===== config.mk =====
export PLATFORM = sky130hd
export DESIGN_NAME = hangul_decompose_to_utf8_unit_flat
export DESIGN_NICKNAME = d
export VERILOG_FILES = /design/src/rtl/hgd_pkg.sv /design/src/rtl/hgd_point_if.sv /design/src/rtl/hgd_jamo_if.sv /design/src/rtl/hgd_split.sv /design/src/rtl/hangul_decompose_to_utf8_unit.sv /design/src/flat_wrapper.sv
export SDC_FILE = /design/constraint.sdc
export NUM_CORES = 1
export LEC_CHECK = 0
export BUFFER_PORTS_ARGS = -buffer_cell sky130_fd_sc_hd__clkbuf_2
export CORE_MARGIN = 1
export CORE_UTILIZATION = 45
export CTS_CLUSTER_DIAMETER = 30
export CTS_CLUSTER_SIZE = 24
export DETAILED_ROUTE_END_ITERATION = 10
export PLACE_DENSITY = 0.74
export SLEW_MARGIN = 0
export SYNTH_ARGS = -nofsm -noshare
export SYNTH_HDL_FRONTEND = slang
export SYNTH_SLANG_ARGS = --single-unit

===== constraint.sdc =====
create_clock -name clk -period 7.95 [get_ports clk]
set_input_delay 1.59 -clock clk [delete_from_list [all_inputs] [get_ports clk]]
set_output_delay 1.59 -clock clk [all_outputs]
set_load 0.02 [all_outputs]

===== src/rtl/hgd_pkg.sv =====
// ----------------------------------------------------------------------------
// hgd_pkg
// Shared constants, result type and UTF-8 helper for the Hangul syllable
// decomposition unit.
// ----------------------------------------------------------------------------
package hgd_pkg;

  // Field widths
  localparam int unsigned CP_W    = 21;
  localparam int unsigned COUNT_W = 4;
  localparam int unsigned SIDX_W  = 14;   // syllable index, 0..11171

  // Hangul syllable block and jamo bases
  localparam logic [CP_W-1:0] S_BASE  = 21'h00AC00;
  localparam logic [CP_W-1:0] S_LIMIT = 21'h00D7A4;  // S_BASE + 11172
  localparam logic [15:0]     L_BASE  = 16'h1100;
  localparam logic [15:0]     V_BASE  = 16'h1161;
  localparam logic [15:0]     T_BASE  = 16'h11A7;

  // Byte counts
  localparam logic [COUNT_W-1:0] COUNT_NONE = 4'd0;
  localparam logic [COUNT_W-1:0] COUNT_LV   = 4'd6;
  localparam logic [COUNT_W-1:0] COUNT_LVT  = 4'd9;

  // UTF-8 lead and continuation marks
  localparam logic [7:0] LEAD3_MARK = 8'hE0;
  localparam logic [7:0] CONT_MARK  = 8'h80;
  localparam logic [7:0] CONT_MASK  = 8'h3F;

  // One decomposed result word
  typedef struct packed {
    logic               is_syllable;
    logic [COUNT_W-1:0] byte_count;
    logic [7:0]         byte_0;
    logic [7:0]         byte_1;
    logic [7:0]         byte_2;
    logic [7:0]         byte_3;
    logic [7:0]         byte_4;
    logic [7:0]         byte_5;
    logic [7:0]         byte_6;
    logic [7:0]         byte_7;
    logic [7:0]         byte_8;
  } hgd_result_t;

  // Three-byte UTF-8 form of a code point in U+0800..U+FFFF, first byte on top
  function automatic logic [23:0] encode3(input logic [15:0] cp);
    logic [7:0] b0;
    logic [7:0] b1;
    logic [7:0] b2;
    b0 = LEAD3_MARK | {4'h0, cp[15:12]};
    b1 = CONT_MARK | ({2'b00, cp[11:6]} & CONT_MASK);
    b2 = CONT_MARK | ({2'b00, cp[5:0]} & CONT_MASK);
    return {b0, b1, b2};
  endfunction

endpackage


===== src/rtl/hgd_point_if.sv =====
// ----------------------------------------------------------------------------
// hgd_point_if
// Valid/ready channel carrying one Unicode code point per word.
// ----------------------------------------------------------------------------
interface hgd_point_if;
  logic                      valid;
  logic                      ready;
  logic [hgd_pkg::CP_W-1:0]  char_code;

  modport source (output valid, output char_code, input ready);
  modport sink   (input valid, input char_code, output ready);
endinterface


===== src/rtl/hgd_jamo_if.sv =====
// ----------------------------------------------------------------------------
// hgd_jamo_if
// Valid/ready channel carrying one decomposed jamo byte group per word.
// ----------------------------------------------------------------------------
interface hgd_jamo_if;
  logic                         valid;
  logic                         ready;
  logic                         is_syllable;
  logic [hgd_pkg::COUNT_W-1:0]  byte_count;
  logic [7:0]                   byte_0;
  logic [7:0]                   byte_1;
  logic [7:0]                   byte_2;
  logic [7:0]                   byte_3;
  logic [7:0]                   byte_4;
  logic [7:0]                   byte_5;
  logic [7:0]                   byte_6;
  logic [7:0]                   byte_7;
  logic [7:0]                   byte_8;

  modport source (
    output valid, output is_syllable, output byte_count,
    output byte_0, output byte_1, output byte_2, output byte_3, output byte_4,
    output byte_5, output byte_6, output byte_7, output byte_8,
    input ready
  );
  modport sink (
    input valid, input is_syllable, input byte_count,
    input byte_0, input byte_1, input byte_2, input byte_3, input byte_4,
    input byte_5, input byte_6, input byte_7, input byte_8,
    output ready
  );
endinterface


===== src/rtl/hgd_split.sv =====
// ----------------------------------------------------------------------------
// hgd_split
// Combinational split of one code point into L, V and T jamo and their
// three-byte UTF-8 forms. Constant divisions use reciprocal multiplies.
// ----------------------------------------------------------------------------
module hgd_split (
  input  logic [hgd_pkg::CP_W-1:0] char_code,
  output hgd_pkg::hgd_result_t     result
);

  logic                          in_block;
  logic [hgd_pkg::CP_W-1:0]      s_full;
  logic [hgd_pkg::SIDX_W-1:0]    s_idx;
  logic [11:0]                   s_quarter;
  logic [24:0]                   prod_l;
  logic [25:0]                   prod_q;
  logic [4:0]                    l_idx;
  logic [8:0]                    q28;
  logic [8:0]                    l_times21;
  logic [hgd_pkg::SIDX_W-1:0]    q_times28;
  logic [4:0]                    v_idx;
  logic [4:0]                    t_idx;
  logic [23:0]                   l_bytes;
  logic [23:0]                   v_bytes;
  logic [23:0]                   t_bytes;

  // Range check and syllable index
  assign in_block  = (char_code >= hgd_pkg::S_BASE) && (char_code < hgd_pkg::S_LIMIT);
  assign s_full    = char_code - hgd_pkg::S_BASE;
  assign s_idx     = s_full[hgd_pkg::SIDX_W-1:0];
  assign s_quarter = s_idx[hgd_pkg::SIDX_W-1:2];

  // L = S/588 = (S/4)/147, and S/28 = (S/4)/7, both by reciprocal over 2^20 / 2^16
  assign prod_l = 25'(s_quarter) * 25'(13'd7134);
  assign prod_q = 26'(s_quarter) * 26'(14'd9363);
  assign l_idx  = prod_l[24:20];
  assign q28    = prod_q[24:16];

  // Remainders: V = S/28 - 21*L, T = S - 28*(S/28)
  assign l_times21 = 9'({4'b0, l_idx} * 9'd21);
  assign q_times28 = 14'({5'b0, q28} * 14'd28);
  assign v_idx     = 5'(q28 - l_times21);
  assign t_idx     = 5'(s_idx - q_times28);

  // Jamo code points to UTF-8
  assign l_bytes = hgd_pkg::encode3(hgd_pkg::L_BASE + {11'b0, l_idx});
  assign v_bytes = hgd_pkg::encode3(hgd_pkg::V_BASE + {11'b0, v_idx});
  assign t_bytes = hgd_pkg::encode3(hgd_pkg::T_BASE + {11'b0, t_idx});

  // Assemble the word; everything clears outside the block
  always_comb begin
    result = '0;
    if (in_block) begin
      result.is_syllable = 1'b1;
      result.byte_0      = l_bytes[23:16];
      result.byte_1      = l_bytes[15:8];
      result.byte_2      = l_bytes[7:0];
      result.byte_3      = v_bytes[23:16];
      result.byte_4      = v_bytes[15:8];
      result.byte_5      = v_bytes[7:0];
      if (t_idx != 5'd0) begin
        result.byte_count = hgd_pkg::COUNT_LVT;
        result.byte_6     = t_bytes[23:16];
        result.byte_7     = t_bytes[15:8];
        result.byte_8     = t_bytes[7:0];
      end else begin
        result.byte_count = hgd_pkg::COUNT_LV;
      end
    end
  end

endmodule


===== src/rtl/hangul_decompose_to_utf8_unit.sv =====
// ----------------------------------------------------------------------------
// hangul_decompose_to_utf8_unit
// Hangul syllable to UTF-8 jamo decomposer, one code point per word.
// ----------------------------------------------------------------------------
// Each code point word produces exactly one result word, in order. A code
// point in U+AC00..U+D7A3 yields the UTF-8 bytes of its leading, vowel and
// (when present) trailing jamo with a count of 6 or 9; anything else yields a
// cleared flag, a count of zero and zero bytes. The unit takes one word every
// cycle while the output is not stalled: a word lands in the input register,
// is decomposed by one pass of constant-reciprocal arithmetic and lands in
// the result register, from which its result is offered. The result register
// parts the two sides; a stalled output holds its word while the input
// register still takes one more. There is no configuration and no state
// beyond the two pipeline registers.
// ----------------------------------------------------------------------------
module hangul_decompose_to_utf8_unit (
  input  logic             clk,
  input  logic             rst,
  hgd_point_if.sink        point_ch,
  hgd_jamo_if.source       jamo_ch
);

  logic                         stage_valid;
  logic [hgd_pkg::CP_W-1:0]     stage_cp;
  logic                         out_valid;
  hgd_pkg::hgd_result_t         out_word;
  hgd_pkg::hgd_result_t         split_word;
  logic                         out_advance;
  logic                         stage_advance;

  // Flow control: each register moves when the one after it has room
  assign out_advance    = !out_valid || jamo_ch.ready;
  assign stage_advance  = !stage_valid || out_advance;
  assign point_ch.ready = stage_advance;

  // Hold the incoming code point
  always_ff @(posedge clk) begin
    if (rst) begin
      stage_valid <= 1'b0;
    end else if (stage_advance) begin
      stage_valid <= point_ch.valid;
    end
  end

  always_ff @(posedge clk) begin
    if (stage_advance && point_ch.valid) begin
      stage_cp <= point_ch.char_code;
    end
  end

  // Decompose
  hgd_split u_split (
    .char_code (stage_cp),
    .result    (split_word)
  );

  // Capture the result word
  always_ff @(posedge clk) begin
    if (rst) begin
      out_valid <= 1'b0;
    end else if (out_advance) begin
      out_valid <= stage_valid;
    end
  end

  always_ff @(posedge clk) begin
    if (out_advance && stage_valid) begin
      out_word <= split_word;
    end
  end

  // Drive the output channel
  assign jamo_ch.valid       = out_valid;
  assign jamo_ch.is_syllable = out_word.is_syllable;
  assign jamo_ch.byte_count  = out_word.byte_count;
  assign jamo_ch.byte_0      = out_word.byte_0;
  assign jamo_ch.byte_1      = out_word.byte_1;
  assign jamo_ch.byte_2      = out_word.byte_2;
  assign jamo_ch.byte_3      = out_word.byte_3;
  assign jamo_ch.byte_4      = out_word.byte_4;
  assign jamo_ch.byte_5      = out_word.byte_5;
  assign jamo_ch.byte_6      = out_word.byte_6;
  assign jamo_ch.byte_7      = out_word.byte_7;
  assign jamo_ch.byte_8      = out_word.byte_8;

endmodule


===== src/flat_wrapper.sv =====
// flat-port wrapper written by rule: the top's interface ports become plain ports
module hangul_decompose_to_utf8_unit_flat 
  (clk, rst, point_ch_valid, point_ch_char_code, point_ch_ready, jamo_ch_valid, jamo_ch_is_syllable, jamo_ch_byte_count, jamo_ch_byte_0, jamo_ch_byte_1, jamo_ch_byte_2, jamo_ch_byte_3, jamo_ch_byte_4, jamo_ch_byte_5, jamo_ch_byte_6, jamo_ch_byte_7, jamo_ch_byte_8, jamo_ch_ready);
  hgd_point_if point_ch_i ();
  hgd_jamo_if jamo_ch_i ();
  input  logic clk;
  input  logic rst;
  input wire logic [$bits(point_ch_i.valid)-1:0] point_ch_valid;
  input wire logic [$bits(point_ch_i.char_code)-1:0] point_ch_char_code;
  output wire logic [$bits(point_ch_i.ready)-1:0] point_ch_ready;
  output wire logic [$bits(jamo_ch_i.valid)-1:0] jamo_ch_valid;
  output wire logic [$bits(jamo_ch_i.is_syllable)-1:0] jamo_ch_is_syllable;
  output wire logic [$bits(jamo_ch_i.byte_count)-1:0] jamo_ch_byte_count;
  output wire logic [$bits(jamo_ch_i.byte_0)-1:0] jamo_ch_byte_0;
  output wire logic [$bits(jamo_ch_i.byte_1)-1:0] jamo_ch_byte_1;
  output wire logic [$bits(jamo_ch_i.byte_2)-1:0] jamo_ch_byte_2;
  output wire logic [$bits(jamo_ch_i.byte_3)-1:0] jamo_ch_byte_3;
  output wire logic [$bits(jamo_ch_i.byte_4)-1:0] jamo_ch_byte_4;
  output wire logic [$bits(jamo_ch_i.byte_5)-1:0] jamo_ch_byte_5;
  output wire logic [$bits(jamo_ch_i.byte_6)-1:0] jamo_ch_byte_6;
  output wire logic [$bits(jamo_ch_i.byte_7)-1:0] jamo_ch_byte_7;
  output wire logic [$bits(jamo_ch_i.byte_8)-1:0] jamo_ch_byte_8;
  input wire logic [$bits(jamo_ch_i.ready)-1:0] jamo_ch_ready;
  assign point_ch_i.valid = point_ch_valid;
  assign point_ch_i.char_code = point_ch_char_code;
  assign point_ch_ready = point_ch_i.ready;
  assign jamo_ch_valid = jamo_ch_i.valid;
  assign jamo_ch_is_syllable = jamo_ch_i.is_syllable;
  assign jamo_ch_byte_count = jamo_ch_i.byte_count;
  assign jamo_ch_byte_0 = jamo_ch_i.byte_0;
  assign jamo_ch_byte_1 = jamo_ch_i.byte_1;
  assign jamo_ch_byte_2 = jamo_ch_i.byte_2;
  assign jamo_ch_byte_3 = jamo_ch_i.byte_3;
  assign jamo_ch_byte_4 = jamo_ch_i.byte_4;
  assign jamo_ch_byte_5 = jamo_ch_i.byte_5;
  assign jamo_ch_byte_6 = jamo_ch_i.byte_6;
  assign jamo_ch_byte_7 = jamo_ch_i.byte_7;
  assign jamo_ch_byte_8 = jamo_ch_i.byte_8;
  assign jamo_ch_i.ready = jamo_ch_ready;
  hangul_decompose_to_utf8_unit u_core (.clk(clk), .rst(rst), .point_ch(point_ch_i), .jamo_ch(jamo_ch_i));
endmodule

==> impl_metrics.json <==
{
  "path_buf_inv": 5,
  "detail-route-antenna-nets": 0,
  "drt_pass1_iterations": 5,
  "largest_net_degree_at_the_start_of_global_routing": 26,
  "synth_top_area_cell": "ha_1",
  "area_used_by_multi_input_combinational_logic_mm2": 0.00511,
  "critPathLaunchType": "flip-flop",
  "tritoncts_num_sinks": 48,
  "grt-ovfl-total": 0,
  "cts.clk_slew.worst_paths_ps": 60,
  "final_layout_size_suffix_gt1_frac": 0.153,
  "timing.final.max_slew_violations": 0,
  "cts_root_buf": "clkbuf_16",
  "cts_buffer_depth": 2,
  "grt_antenna_before_repair": 0,
  "timing.hold.worst.class": "reg -> reg",
  "routed_via_density": 4.75,
  "fp.dieW_um": 131,
  "synth.lib_cells_used.distinct": 54,
  "synthDominantCellAreaShare": 0.265,
  "async_reset_ff_frac": 0,
  "vias": 4815,
  "grt_first_pass_wirelength_mm": 23.5,
  "place.gp.congestion": 0.845,
  "max_freq_mhz": 133,
  "number_of_max_cap_violations": 0,
  "tritoncts_clock_tree": "yes",
  "crit_required_ps": 7990,
  "critical_path.most_common_cell": "fa_1",
  "initial_core_util": 0.466,
  "finalCritPeriodShare": 0.945,
  "ys_ff_latch": 48,
  "detailedPlacementHpwl_mm": 12.6,
  "floorplan.die.height_um": 131,
  "regArea_mm2": 0.00142,
  "yosys_warnings": 0,
  "period_needed_ps": 7510,
  "crit_family": "adder cells",
  "slowest_delay_ps": 540,
  "ys_top_cells_by_count": "179 x inv_1, 158 x ha_1, 84 x fa_1, 52 x buf_4, 46 x edfxtp_1",
  "slowest_stage": "fa_1",
  "die-area_mm2": 0.0171,
  "synth_sequential_area_ratio": 0.191,
  "worst-slew-pin-transition_ps": 1230,
  "cp_data_arrival_time_ps": 7550,
  "fp-row-count": 46,
  "syn_area_mm2": 0.00745,
  "floorplan.io_pins": 104,
  "io_buffers": 73,
  "postSynthCellCount": 720,
  "antenna_cells_inserted": 0,
  "final.fill_count": 1453,
  "cts_buffers": 5,
  "floorplan.core_area_mm2": 0.0160,
  "clock_insertion_delay_worst_skew_ps": 290,
  "cts.hold.buffers_added": 0,
  "via_count_of_the_first_global_routing_pass": 4778,
  "top_cells_by_area_in_the_synthesized_netlist": "ha_1 27%, fa_1 23%, edfxtp_1 19%",
  "worst-setup-path-type": "reg -> reg",
  "detail_routed_net_length_per_standard_cell_um": 14.2,
  "final-hold-violation-count": 0,
  "htreeDepth": 2,
  "layout_overhead_on_the_synthesized_area_pct": 9.38,
  "synth-edff-count": 46,
  "cell_with_the_most_instances_after_synthesis": "inv_1",
  "all_layer_global_routing_usage": 0.178,
  "setup-violations-final": 0,
  "detail_route.iter0.violations": 170,
  "timing.max_slew.rel_slack": 0.178,
  "endpoint_kind": "flip-flop",
  "rsz0062_at_grt": "false",
  "status": "completed",
  "synth_top_flop_cell": "edfxtp_1",
  "detail_route.wirelength_mm": 14.4,
  "syn_area_per_cell_um2": 10.4,
  "nets": 1064,
  "final.setup_skew_ps": 6.48,
  "drc_violations_left": 0,
  "critPathMaxFanout": 8,
  "fin_tns_setup_ps": 0
}
[area by class of cell]
class                           instances  share of cell area
Sequential cell                        48               0.174
Clock buffer                            6              0.0170
Clock inverter                          1             0.00107
Inverter                              180              0.0829
Multi-Input combinational cell        467               0.626
Tap cell                              216              0.0331
Timing Repair Buffer                   95              0.0651
[worst paths after layout]
kind	slack [ps]	startpoint	to	cells after the start
worst max-delay path	440	u_core.stage_cp[11]$_DFFE_PP_	u_core.jamo_ch.byte_5[4]$_SDFFCE_PN0P_	29
worst min-delay path	510	u_core.stage_valid$_SDFFE_PP0N_	u_core.jamo_ch.valid$_SDFFE_PP0P_	2
worst max register to register	440	u_core.stage_cp[11]$_DFFE_PP_	u_core.jamo_ch.byte_5[4]$_SDFFCE_PN0P_	29
worst min register to register	510	u_core.stage_valid$_SDFFE_PP0N_	u_core.jamo_ch.valid$_SDFFE_PP0P_	2
[per-layer routing]
layer,track usage,share of wire,vias to the layer above
met5,0,0,-
met4,0.0270,0.0094,0
met2,0.293,0.48,88
li1,-,-,2388
met1,0.258,0.49,2323
met3,0.0183,0.025,16
[per-stage QoR]
stage	area [um2]	hold WS, ps	worst slack, ps	utilization	cells
after global placement	7940	502	286	0.496	1002
after floorplan	7560	478	528	-	749
after CTS	8090	514	53.6	0.505	1009
after detailed placement	7940	505	99.4	0.496	1002
after global routing	8150	560	27.3	0.510	1013
final	8150	511	437	0.510	1013
[state kept, by name, indices dropped and copies added, names as in the netlist]
signal and cells:
u_core.jamo_ch.byte_count 2, u_core.jamo_ch.byte_4 3, u_core.jamo_ch.byte_7 2, u_core.jamo_ch.byte_8 6, u_core.jamo_ch.byte_3 1, u_core.stage_valid 1
u_core.stage_cp 21, u_core.jamo_ch.byte_2 5, u_core.jamo_ch.valid 1, u_core.jamo_ch.byte_5 6
[cell usage in the layout (no fill, tap or decap), drive strengths merged, types with 2 or more instances in the layout]
master,count
a211o,2
a211oi,6
a21o,9
a21oi,20
a31o,2
a31oi,2
and2,7
and4,2
buf,22
clkbuf,79
conb,30
dfxtp,2
edfxtp,46
fa,84
ha,158
inv,180
mux2i,5
nand2,15
nand2b,3
nand3,7
nand4,2
nand4b,2
nor2,24
nor2b,7
nor3,6
nor3b,5
nor4,2
o2111ai,2
o21a,2
o21ai,11
o21bai,4
o31ai,2
or2,2
xnor2,20
xor2,13
[kinds of logic after synthesis]
group | after synthesis | synth area share
adder cells (fa/ha/maj) | 242 | 0.491
XOR/XNOR | 33 | 0.0388
buffers and inverters | 234 | 0.144
other | 1 | 0.000503
flip-flops | 48 | 0.191
AND/OR/NAND/NOR | 87 | 0.0635
AO/OA/AOI/OAI | 69 | 0.0635
multiplexers | 6 | 0.00823
[worst register-to-register path: cells and delay by family, from the launching register on]
family / cells / cell delay, ps
fa+ha+maj: 9 / 3720
compound gates: 8 / 1370
xor+xnor: 5 / 970
buf+inv: 5 / 590
flops: 1 / 400
simple gates: 1 / 150
mux: 1 / 70
[what timing repair did]
item / 4_1_cts / 5_1_grt
endpoints found under the setup margin: 0 / 12
buffers inserted: 0 / 4
gates resized for setup: 0 / 9
Power is left out: the tool's default activity adds up to more than one toggle a clock period on the data nets, which glitch-free logic cannot reach.
